### config.mk
export PLATFORM = sky130hd
export DESIGN_NAME = meter_frame_parse_crc_check_core
export DESIGN_NICKNAME = d
export VERILOG_FILES = /design/src/design/mfpc_pkg.sv /design/src/design/meter_frame_parse_crc_check_core.sv /design/src/design/mfpc_front.sv /design/src/design/mfpc_queue.sv /design/src/design/mfpc_back.sv
export SDC_FILE = /design/constraint.sdc
export NUM_CORES = 2
export LEC_CHECK = 0
export ABC_AREA = 1
export BUFFER_PORTS_ARGS = -buffer_cell sky130_fd_sc_hd__buf_4
export CAP_MARGIN = 25
export CORE_ASPECT_RATIO = 0.8
export CORE_MARGIN = 1.5
export CORE_UTILIZATION = 51
export CTS_BUF_LIST = sky130_fd_sc_hd__clkbuf_4
export CTS_CLUSTER_SIZE = 30
export DETAILED_ROUTE_END_ITERATION = 8
export HOLD_SLACK_MARGIN = 0.08
export PLACE_DENSITY = 0.69
export SLEW_MARGIN = 20
export SYNTH_ARGS = -nofsm -noshare
export SYNTH_HDL_FRONTEND = slang
export SYNTH_SLANG_ARGS = --single-unit
export TNS_END_PERCENT = 5
### constraint.sdc
create_clock -name i_clk -period 6.1 [get_ports i_clk]
set_input_delay 0.915 -clock i_clk [delete_from_list [all_inputs] [get_ports i_clk]]
set_output_delay 0.915 -clock i_clk [all_outputs]
set_load 0.03 [all_outputs]
### src/design/mfpc_pkg.sv
// Types, constants and the CRC byte update shared by the frame checker modules.
package mfpc_pkg;

    localparam int MAX_FRAME_BYTES = 128;
    localparam int POS_W           = 8;
    localparam int NUM_LANES       = 8;
    localparam int LANE_W          = 3;
    localparam int CFG_IDX_W       = 4;
    localparam int QUEUE_DEPTH     = 4;
    localparam int QPTR_W          = 2;

    localparam logic [15:0] CRC_POLY = 16'h1021;
    localparam logic [7:0]  TYPE_OK  = 8'h2A;
    localparam logic [7:0]  SUB_A    = 8'h55;
    localparam logic [7:0]  SUB_B    = 8'hD2;
    localparam logic [7:0]  SUB_C    = 8'hD5;
    localparam logic [15:0] LONG_LEN = 16'h0047;

    localparam int DEST_LO   = 7;
    localparam int DEST_HI   = 12;
    localparam int SRC_LO    = 26;
    localparam int SRC_HI    = 29;
    localparam int WAN_A_LO  = 13;
    localparam int WAN_A_HI  = 18;
    localparam int UPT_A_LO  = 20;
    localparam int UPT_A_HI  = 23;
    localparam int WAN_C_LO  = 32;
    localparam int WAN_C_HI  = 37;
    localparam int UPT_C_LO  = 24;
    localparam int UPT_C_HI  = 27;
    localparam int CLK_C_LO  = 16;
    localparam int CLK_C_HI  = 19;

    typedef logic [15:0] t_crc_array [NUM_LANES];

    localparam t_crc_array CRC_INIT_RESET = '{
        16'hE623, 16'h5FD6, 16'hD553, 16'h45F8,
        16'h62C1, 16'h23D1, 16'h2C22, 16'h142A
    };

    typedef enum logic [2:0] {
        ST_OK        = 3'd0,
        ST_UNDER     = 3'd1,
        ST_BAD_TYPE  = 3'd2,
        ST_BAD_SUB   = 3'd3,
        ST_TOO_SHORT = 3'd4,
        ST_CRC_FAIL  = 3'd5
    } t_status;

    typedef struct packed {
        logic [7:0]       data;
        logic [POS_W-1:0] pos;
        logic             last;
    } t_entry;

    typedef struct packed {
        t_status     status;
        logic [7:0]  subtype;
        logic [15:0] frame_length;
        logic [2:0]  crc_init_index;
        logic [31:0] source_id;
        logic [47:0] dest_address;
        logic [47:0] source_wan;
        logic [31:0] uptime_seconds;
        logic [31:0] clock_seconds;
        logic        has_time_fields;
        logic        has_clock;
    } t_result;

    function automatic logic [15:0] crc_byte(input logic [15:0] c, input logic [7:0] v);
        logic [15:0] r;
        r = c ^ {v, 8'h00};
        for (int k = 0; k < 8; k++) begin
            r = r[15] ? ({r[14:0], 1'b0} ^ CRC_POLY) : {r[14:0], 1'b0};
        end
        return r;
    endfunction

endpackage

### src/design/meter_frame_parse_crc_check_core.sv
// Top level of the meter frame parser and CRC checker.
// One byte per cycle while the input is not stalled: all eight CRC lanes update together in the frame engine.
// A result is registered after its last byte is accepted: the byte is first written into the
// queue, and the frame engine then pops it and loads the output register; a
// last byte waits in the queue while the output register holds a result not yet taken.
// Synchronous active-low reset empties queue and output, clears frame state, restores inits.
module meter_frame_parse_crc_check_core (
    input  logic                           i_clk,
    input  logic                           i_rst_n,
    input  logic                           i_cfg_we,
    input  logic [mfpc_pkg::CFG_IDX_W-1:0] i_cfg_index,
    input  logic [15:0]                    i_cfg_data,
    input  logic                           i_in_valid,
    output logic                           o_in_stall,
    input  logic [7:0]                     i_in_data_byte,
    input  logic                           i_in_last_byte,
    output logic                           o_out_valid,
    input  logic                           i_out_stall,
    output logic [2:0]                     o_out_status,
    output logic [7:0]                     o_out_subtype,
    output logic [15:0]                    o_out_frame_length,
    output logic [2:0]                     o_out_crc_init_index,
    output logic [31:0]                    o_out_source_id,
    output logic [47:0]                    o_out_dest_address,
    output logic [47:0]                    o_out_source_wan,
    output logic [31:0]                    o_out_uptime_seconds,
    output logic [31:0]                    o_out_clock_seconds,
    output logic                           o_out_has_time_fields,
    output logic                           o_out_has_clock
);
    import mfpc_pkg::*;

    logic    push;
    logic    pop;
    logic    q_full;
    logic    q_valid;
    t_entry  push_entry;
    t_entry  q_entry;
    t_result result;

    mfpc_front u_front (
        .i_clk          (i_clk),
        .i_rst_n        (i_rst_n),
        .i_in_valid     (i_in_valid),
        .o_in_stall     (o_in_stall),
        .i_in_data_byte (i_in_data_byte),
        .i_in_last_byte (i_in_last_byte),
        .i_q_full       (q_full),
        .o_push         (push),
        .o_entry        (push_entry)
    );

    mfpc_queue u_queue (
        .i_clk   (i_clk),
        .i_rst_n (i_rst_n),
        .i_push  (push),
        .i_entry (push_entry),
        .o_full  (q_full),
        .i_pop   (pop),
        .o_valid (q_valid),
        .o_entry (q_entry)
    );

    mfpc_back u_back (
        .i_clk       (i_clk),
        .i_rst_n     (i_rst_n),
        .i_cfg_we    (i_cfg_we),
        .i_cfg_index (i_cfg_index),
        .i_cfg_data  (i_cfg_data),
        .i_q_valid   (q_valid),
        .i_q_entry   (q_entry),
        .o_pop       (pop),
        .o_out_valid (o_out_valid),
        .i_out_stall (i_out_stall),
        .o_result    (result)
    );

    assign o_out_status          = result.status;
    assign o_out_subtype         = result.subtype;
    assign o_out_frame_length    = result.frame_length;
    assign o_out_crc_init_index  = result.crc_init_index;
    assign o_out_source_id       = result.source_id;
    assign o_out_dest_address    = result.dest_address;
    assign o_out_source_wan      = result.source_wan;
    assign o_out_uptime_seconds  = result.uptime_seconds;
    assign o_out_clock_seconds   = result.clock_seconds;
    assign o_out_has_time_fields = result.has_time_fields;
    assign o_out_has_clock       = result.has_clock;

endmodule

### src/design/mfpc_front.sv
// Input side: accepts frame bytes and tags each with its position in the frame.
module mfpc_front (
    input  logic            i_clk,
    input  logic            i_rst_n,
    input  logic            i_in_valid,
    output logic            o_in_stall,
    input  logic [7:0]      i_in_data_byte,
    input  logic            i_in_last_byte,
    input  logic            i_q_full,
    output logic            o_push,
    output mfpc_pkg::t_entry o_entry
);
    import mfpc_pkg::*;

    logic [POS_W-1:0] r_pos;
    logic [POS_W-1:0] n_pos;

    assign o_in_stall    = i_q_full;
    assign o_push        = i_in_valid && !i_q_full;
    assign o_entry.data  = i_in_data_byte;
    assign o_entry.pos   = r_pos;
    assign o_entry.last  = i_in_last_byte;

    always_comb begin
        n_pos = r_pos;
        if (o_push) begin
            if (i_in_last_byte) begin
                n_pos = '0;
            end else if (r_pos < POS_W'(MAX_FRAME_BYTES)) begin
                n_pos = r_pos + POS_W'(1);
            end
        end
    end

    always_ff @(posedge i_clk) begin
        if (!i_rst_n) begin
            r_pos <= '0;
        end else begin
            r_pos <= n_pos;
        end
    end

endmodule

### src/design/mfpc_queue.sv
// Short queue of tagged bytes between the input side and the frame engine.
module mfpc_queue (
    input  logic             i_clk,
    input  logic             i_rst_n,
    input  logic             i_push,
    input  mfpc_pkg::t_entry i_entry,
    output logic             o_full,
    input  logic             i_pop,
    output logic             o_valid,
    output mfpc_pkg::t_entry o_entry
);
    import mfpc_pkg::*;

    t_entry              r_mem [QUEUE_DEPTH];
    logic [QPTR_W-1:0]   r_wr_ptr;
    logic [QPTR_W-1:0]   r_rd_ptr;
    logic [QPTR_W:0]     r_count;

    assign o_full  = (r_count == (QPTR_W+1)'(QUEUE_DEPTH));
    assign o_valid = (r_count != '0);
    assign o_entry = r_mem[r_rd_ptr];

    always_ff @(posedge i_clk) begin
        if (i_push) begin
            r_mem[r_wr_ptr] <= i_entry;
        end
    end

    always_ff @(posedge i_clk) begin
        if (!i_rst_n) begin
            r_wr_ptr <= '0;
            r_rd_ptr <= '0;
            r_count  <= '0;
        end else begin
            if (i_push) begin
                r_wr_ptr <= r_wr_ptr + QPTR_W'(1);
            end
            if (i_pop) begin
                r_rd_ptr <= r_rd_ptr + QPTR_W'(1);
            end
            case ({i_push, i_pop})
                2'b10:   r_count <= r_count + (QPTR_W+1)'(1);
                2'b01:   r_count <= r_count - (QPTR_W+1)'(1);
                default: r_count <= r_count;
            endcase
        end
    end

endmodule

### src/design/mfpc_back.sv
// Frame engine: CRC lanes, field capture, status decision and the result register.
module mfpc_back (
    input  logic                           i_clk,
    input  logic                           i_rst_n,
    input  logic                           i_cfg_we,
    input  logic [mfpc_pkg::CFG_IDX_W-1:0] i_cfg_index,
    input  logic [15:0]                    i_cfg_data,
    input  logic                           i_q_valid,
    input  mfpc_pkg::t_entry               i_q_entry,
    output logic                           o_pop,
    output logic                           o_out_valid,
    input  logic                           i_out_stall,
    output mfpc_pkg::t_result              o_result
);
    import mfpc_pkg::*;

    logic [15:0] r_init  [NUM_LANES];
    logic [15:0] r_lanes [NUM_LANES];
    logic [15:0] n_lanes [NUM_LANES];
    logic [15:0] s_lanes [NUM_LANES];
    logic [7:0]  r_type, n_type, s_type;
    logic [7:0]  r_sub, n_sub, s_sub;
    logic [15:0] r_len, n_len, s_len;
    logic [15:0] r_rxcrc, n_rxcrc, s_rxcrc;
    logic [47:0] r_dest, n_dest, s_dest;
    logic [47:0] r_wan, n_wan, s_wan;
    logic [31:0] r_src, n_src, s_src;
    logic [31:0] r_upt, n_upt, s_upt;
    logic [31:0] r_clk, n_clk, s_clk;
    logic        r_out_valid;
    t_result     r_out;
    t_result     n_out;

    logic [7:0]       v;
    logic [POS_W-1:0] p;
    logic [16:0]      p17;
    logic [16:0]      len17;
    logic [POS_W-1:0] count;
    logic             drop;
    logic             wide_r, narrow_r;
    logic             wide_s, narrow_s;
    logic             found;
    logic [LANE_W-1:0] hit;

    assign o_pop       = i_q_valid && (!i_q_entry.last || !r_out_valid || !i_out_stall);
    assign o_out_valid = r_out_valid;
    assign o_result    = r_out;

    assign v     = i_q_entry.data;
    assign p     = i_q_entry.pos;
    assign p17   = 17'(p);
    assign drop  = (p >= POS_W'(MAX_FRAME_BYTES));
    assign count = drop ? p : p + POS_W'(1);

    assign wide_r   = (r_sub == SUB_A) || (r_sub == SUB_C);
    assign narrow_r = (r_sub == SUB_B);

    always_comb begin
        s_lanes = r_lanes;
        s_type  = r_type;
        s_sub   = r_sub;
        s_len   = r_len;
        s_rxcrc = r_rxcrc;
        s_dest  = r_dest;
        s_wan   = r_wan;
        s_src   = r_src;
        s_upt   = r_upt;
        s_clk   = r_clk;
        len17   = 17'(r_len);
        if (o_pop && !drop) begin
            if (p == '0) begin
                s_lanes = r_init;
            end
            if (p == POS_W'(2)) begin
                s_type = v;
            end
            if (p == POS_W'(3)) begin
                s_sub = v;
            end
            if (p >= POS_W'(4) && r_type == TYPE_OK) begin
                if (wide_r) begin
                    if (p == POS_W'(4)) begin
                        s_len = {v, 8'h00};
                    end
                    if (p == POS_W'(5)) begin
                        s_len = {r_len[15:8], v};
                    end
                    len17 = 17'(s_len);
                    if (p >= POS_W'(5)) begin
                        if (p17 == len17 + 17'd4) begin
                            s_rxcrc[15:8] = v;
                        end
                        if (p17 == len17 + 17'd5) begin
                            s_rxcrc[7:0] = v;
                        end
                    end
                    if (p >= POS_W'(6) && p17 <= len17 + 17'd3) begin
                        for (int i = 0; i < NUM_LANES; i++) begin
                            s_lanes[i] = crc_byte(r_lanes[i], v);
                        end
                    end
                    for (int k = 0; k <= DEST_HI - DEST_LO; k++) begin
                        if (p == POS_W'(DEST_HI - k)) s_dest[8*k +: 8] = v;
                    end
                    for (int k = 0; k <= SRC_HI - SRC_LO; k++) begin
                        if (p == POS_W'(SRC_HI - k)) s_src[8*k +: 8] = v;
                    end
                    if (r_sub == SUB_A) begin
                        for (int k = 0; k <= WAN_A_HI - WAN_A_LO; k++) begin
                            if (p == POS_W'(WAN_A_HI - k)) s_wan[8*k +: 8] = v;
                        end
                        for (int k = 0; k <= UPT_A_HI - UPT_A_LO; k++) begin
                            if (p == POS_W'(UPT_A_HI - k)) s_upt[8*k +: 8] = v;
                        end
                    end else begin
                        for (int k = 0; k <= WAN_C_HI - WAN_C_LO; k++) begin
                            if (p == POS_W'(WAN_C_HI - k)) s_wan[8*k +: 8] = v;
                        end
                        for (int k = 0; k <= UPT_C_HI - UPT_C_LO; k++) begin
                            if (p == POS_W'(UPT_C_HI - k)) s_upt[8*k +: 8] = v;
                        end
                        for (int k = 0; k <= CLK_C_HI - CLK_C_LO; k++) begin
                            if (p == POS_W'(CLK_C_HI - k)) s_clk[8*k +: 8] = v;
                        end
                    end
                end else if (narrow_r) begin
                    if (p == POS_W'(4)) begin
                        s_len = {8'h00, v};
                        if (v == 8'h00) begin
                            s_rxcrc = {r_sub, 8'h00};
                        end
                    end
                    len17 = 17'(s_len);
                    if (p17 == len17 + 17'd3) begin
                        s_rxcrc[15:8] = v;
                    end
                    if (p17 == len17 + 17'd4) begin
                        s_rxcrc[7:0] = v;
                    end
                    if (p >= POS_W'(5) && p17 <= len17 + 17'd2) begin
                        for (int i = 0; i < NUM_LANES; i++) begin
                            s_lanes[i] = crc_byte(r_lanes[i], v);
                        end
                    end
                end
            end
        end
    end

    assign wide_s   = (s_sub == SUB_A) || (s_sub == SUB_C);
    assign narrow_s = (s_sub == SUB_B);

    always_comb begin
        found = 1'b0;
        hit   = '0;
        for (int i = NUM_LANES - 1; i >= 0; i--) begin
            if (s_lanes[i] == s_rxcrc) begin
                found = 1'b1;
                hit   = LANE_W'(i);
            end
        end
    end

    always_comb begin
        n_out = '0;
        if (count < POS_W'(5)) begin
            n_out.status = ST_UNDER;
        end else if (s_type != TYPE_OK) begin
            n_out.status = ST_BAD_TYPE;
        end else if (!wide_s && !narrow_s) begin
            n_out.status = ST_BAD_SUB;
        end else if (17'(count) < 17'(s_len) + (wide_s ? 17'd6 : 17'd5)) begin
            n_out.status = ST_TOO_SHORT;
        end else if (!found) begin
            n_out.status = ST_CRC_FAIL;
        end else begin
            n_out.status = ST_OK;
        end
        n_out.subtype      = s_sub;
        n_out.frame_length = (wide_s || narrow_s) ? s_len : 16'h0000;
        if (n_out.status == ST_OK) begin
            n_out.crc_init_index = hit;
            if (s_sub == SUB_A) begin
                n_out.source_id       = s_src;
                n_out.dest_address    = s_dest;
                n_out.source_wan      = s_wan;
                n_out.uptime_seconds  = s_upt;
                n_out.has_time_fields = 1'b1;
            end else if (s_sub == SUB_C) begin
                n_out.source_id    = s_src;
                n_out.dest_address = {16'h0000, s_dest[47:16]};
                if (s_len == LONG_LEN) begin
                    n_out.source_wan      = s_wan;
                    n_out.uptime_seconds  = s_upt;
                    n_out.clock_seconds   = s_clk;
                    n_out.has_time_fields = 1'b1;
                    n_out.has_clock       = 1'b1;
                end
            end
        end
    end

    always_comb begin
        n_lanes = s_lanes;
        n_type  = s_type;
        n_sub   = s_sub;
        n_len   = s_len;
        n_rxcrc = s_rxcrc;
        n_dest  = s_dest;
        n_wan   = s_wan;
        n_src   = s_src;
        n_upt   = s_upt;
        n_clk   = s_clk;
        if (o_pop && i_q_entry.last) begin
            for (int i = 0; i < NUM_LANES; i++) begin
                n_lanes[i] = '0;
            end
            n_type  = '0;
            n_sub   = '0;
            n_len   = '0;
            n_rxcrc = '0;
            n_dest  = '0;
            n_wan   = '0;
            n_src   = '0;
            n_upt   = '0;
            n_clk   = '0;
        end
    end

    always_ff @(posedge i_clk) begin
        if (!i_rst_n) begin
            r_init <= CRC_INIT_RESET;
        end else if (i_cfg_we && i_cfg_index < CFG_IDX_W'(NUM_LANES)) begin
            r_init[i_cfg_index[LANE_W-1:0]] <= i_cfg_data;
        end
    end

    always_ff @(posedge i_clk) begin
        if (!i_rst_n) begin
            for (int i = 0; i < NUM_LANES; i++) begin
                r_lanes[i] <= '0;
            end
            r_type      <= '0;
            r_sub       <= '0;
            r_len       <= '0;
            r_rxcrc     <= '0;
            r_dest      <= '0;
            r_wan       <= '0;
            r_src       <= '0;
            r_upt       <= '0;
            r_clk       <= '0;
            r_out_valid <= 1'b0;
        end else begin
            r_lanes <= n_lanes;
            r_type  <= n_type;
            r_sub   <= n_sub;
            r_len   <= n_len;
            r_rxcrc <= n_rxcrc;
            r_dest  <= n_dest;
            r_wan   <= n_wan;
            r_src   <= n_src;
            r_upt   <= n_upt;
            r_clk   <= n_clk;
            if (o_pop && i_q_entry.last) begin
                r_out_valid <= 1'b1;
            end else if (!i_out_stall) begin
                r_out_valid <= 1'b0;
            end
        end
    end

    always_ff @(posedge i_clk) begin
        if (o_pop && i_q_entry.last) begin
            r_out <= n_out;
        end
    end

endmodule

==> impl_metrics.yaml <==
run_status:
  status: "finished, violations left"
  failed_checks: "setup timing"
logic_synthesis:
  synth_edf_count: 292
  syn-cell-area_um2: 46470
  syn_avg_cell_area_um2: 6.933
  ys_seq_area_share_pct: 41.01
  synthArstFlopShare_pct: 0
  synth-main-ff-cell: "dfxtp_1"
  ys_types: 58
  ys_seq_elements: 806
  synth_cells: 6703
  yosys_warnings: 0
  syn_nets: 6782
route:
  dr.pass1.iters: 9
  drt-initial-drc-count: 6963
  totalWireLength_um: 196600
  drc: 0
  ant_nets: 0
  vias_per_cell: 5.783
  vias: 51690
  post_drt_wl_per_cell_um: 22.00
clocking:
  cts.sinks: 806
  clock_path_buffers: 3
  cts.root.buffer_cell: "clkbuf_4"
  cts_tree: "done"
  htree_levels: 4
  clkLatencyLatePin_ps: 1170
  cts_buffers: 202
  path_clk_slew_ps: 70
layout:
  synthToLayoutAreaGrowth_pct: 28.35
  finalNetCount: 7641
  drive_gt1_share_pct: 23.33
  layout.cells.non_filler: 8938
  utilization_pct: 66.45
  design_area_um2: 59650
floorplanning:
  die_x_um: 340.5
  start_util_pct: 51.78
  num_rows: 98
  die_h_um: 273.0
  dieArea_um2: 92950
  core-area_um2: 89760
  io_pins: 260
grt:
  grt_util_met3_pct: 11.67
  antenna_found_initial: 9
  grt_usage_pct: 40.51
  grt_pass1_wl_um: 287500
  grt_overflow: 0
  use_met1_pct: 55.66
  grtUsageMet2_pct: 59.14
  grt_pass1_vias: 46740
  grt_max_degree: 167
  grt-busiest-layer: "met2"
timing:
  hold_ws_ps: 174.2
  layout_min_cycle_time_ps: 6580
  finalCritPeriodShare_pct: 107.9
  clock_skew_ps: 142.1
  slew_viol_final: 0
  timing.fmax_mhz: 152.0
  worst_pin_slew_ps: 1087
  rsz0062_at_grt: "yes"
  finalHoldViolCount: 0
  max-slew-margin-rel_pct: 26.98
  setup_viol: 198
  fin_tns_setup_ps: -79590
  setup_ws_ps: -480.1
min_path:
  holdCritStartpoint: "i_cfg_data[0]"
  hold_class: "input pin to flip-flop"
  holdPathEnd: "u_back.r_init[112]"
  min_delay_path_depth: 3
critical_path:
  r2r_slack_ps: -480
  cp-start-kind: "flip-flop"
  arrival_ps: 7380
  slowest_stage: "edfxtp_1"
  critPathRequiredTime_ps: 6900
  critPathMaxFanout: 8
  endpoint_kind: "flip-flop"
  crit_type: "flip-flop to flip-flop"
  max_stage_delay_ps: 440
  reg2reg_from: "u_queue.r_mem[3][1]"
  worst_path_most_repeated_cell: "nand2_1"
  worstRegToRegCells: 48
  worstReg2RegEnd: "u_back.o_result[137]"
power:
  irDropWorstVdd_v: 0.0003886
  power_mw: 35.52
  p_leak_nw: 27.43
  p_per_area_nw_per_um2: 595.5
placement:
  numPortBuffers: 259
  globalplace.congestion: 1.015
  dp_slack_ps: -1148
  placed_cell_area_um2: 54030
  placed_cells: 8425
  dpl.hpwl_um: 129100
job:
  max_cap_violations: 0
==> report_power, final <==
group	switching [mW]	internal (mW)
clock network	2.51	2.37
registers	0.572	6.85
logic	14.8	8.44
total	17.9	17.7
==> cells in the mapped netlist (all sizes together) (6+ instances only) <==
cell type,n,area (um2)
nand3b,6,45.04
nand2,1726,6556
buf,137,678.2
mux2,50,563.0
edfxtp,292,8768
nor3,17,85.08
o22ai,9,56.30
nor2,1119,4295
xor2,185,1620
nor4,19,125.1
or2,50,312.8
ha,43,538.0
o21ai,225,1137
a21boi,9,67.56
nand3,981,4930
clkinv,10,38.78
inv,454,1707
nor3b,6,45.04
dfxtp,514,10290
xnor2,47,411.6
a21oi,355,1788
mux2i,37,370.4
nand4,119,744.5
clkbuf,253,963.4
and2,6,37.54
==> worst max-delay path: cells and delay by family, from the launching register on <==
kind,cells,cell delay [ps]
AND/OR/NAND/NOR,26,2830
buffers and inverters,16,2130
AO/OA/AOI/OAI,4,550
flip-flops,1,440
adder cells (fa/ha/maj),2,280
==> worst max path at each step <==
| stage | start | endpoint | cells past startpoint |
|---|---|---|---|
| detailed placement | flip-flop | u_back.o_result[22] | 48 |
| CTS | u_queue.r_mem[3][1] | u_back.o_result[129] | 47 |
| floorplan | flip-flop | u_back.o_result[25] | 49 |
| global placement | flip-flop | u_back.o_result[145] | 48 |
| finish | u_queue.r_mem[3][1] | u_back.o_result[137] | 48 |
| global route | flip-flop | u_back.o_result[106] | 51 |
==> final cells by class <==
cell class / instances / area (um2)
Antenna cell: 4 / 10.01
Clock buffer: 305 / 2290
Clock inverter: 71 / 459.2
Fill cell: 7992 / 30110
Inverter: 464 / 1799
Multi-Input combinational cell: 5043 / 25150
Sequential cell: 806 / 19070
Tap cell: 1200 / 1501
Timing Repair Buffer: 1045 / 9375
==> cells by family (layout without fill, tap and decap cells) <==
group / after synthesis / after routing / share of synthesized area (%)
flip-flops: 806 / 806 / 41.01
adder cells (fa/ha/maj): 45 / 45 / 1.244
AND/OR/NAND/NOR: 4051 / 4051 / 36.99
buffers and inverters: 854 / 1885 / 7.288
AO/OA/AOI/OAI: 628 / 628 / 7.086
other: 0 / 4 / 0
XOR/XNOR: 232 / 232 / 4.372
multiplexers: 87 / 87 / 2.009
==> timing repair <==
action | in CTS | in global routing
resized for setup | 162 | 228
endpoints found under the setup margin | 199 | 199
setup buffers | 55 | 48
hold endpoints to repair | 37 | 0
hold buffers | 10 | 0
cloned | 15 | 11
pin swaps | 67 | 155
==> registers in the layout, indices dropped and copies added, names as in the netlist, named ones only <==
register,flops
u_back.r_init,128
u_front.r_pos,8
u_back.o_out_valid,1
u_back.r_type,8
u_back.r_dest,48
u_back.r_clk,32
u_queue.r_mem,68
u_queue.r_wr_ptr,2
u_back.r_rxcrc,16
u_queue.r_count,3
u_back.r_src,32
u_back.r_sub,8
u_back.o_result,224
u_back.r_upt,32
u_back.r_len,16
u_back.r_lanes,128
u_queue.r_rd_ptr,2
u_back.r_wan,48
==> routing by layer <==
layer / part of all wire (%) / up-vias
met3: 14 / 621
met5: 0.025 / -
li1: - / 23750
met4: 4.9 / 6
met2: 42 / 3382
met1: 40 / 23940
==> cell usage in the layout, fill, tap and decap left out, drive strengths merged, types with 2 or more instances in the layout <==
| master | netlist | layout |
|---|---|---|
| nor4 | 19 | 19 |
| nor3 | 17 | 17 |
| mux2 | 50 | 50 |
| nand3b | 6 | 6 |
| buf | 137 | 1024 |
| a21oi | 355 | 355 |
| mux2i | 37 | 37 |
| or2 | 50 | 50 |
| diode | 0 | 4 |
| o211ai | 4 | 4 |
| ha | 43 | 43 |
| nor2 | 1119 | 1119 |
| inv | 454 | 463 |
| xnor2 | 47 | 47 |
| nor3b | 6 | 6 |
| a21boi | 9 | 9 |
| o22ai | 9 | 9 |
| fa | 2 | 2 |
| clkinvlp | 0 | 4 |
| o41ai | 2 | 2 |
| o21bai | 5 | 5 |
| xor2 | 185 | 185 |
| nand2 | 1726 | 1726 |
| clkbuf | 253 | 314 |
| edfxtp | 292 | 292 |
| clkinv | 10 | 68 |
| o21ai | 225 | 225 |
| nand4 | 119 | 119 |
| o221ai | 4 | 4 |
| a32o | 3 | 3 |
| bufbuf | 0 | 2 |
| o21a | 5 | 5 |
| dfxtp | 514 | 514 |
| nand3 | 981 | 981 |
| and2 | 6 | 6 |
| dlygate4sd3 | 0 | 10 |
Note: power is estimated with default switching activity, not from simulation.
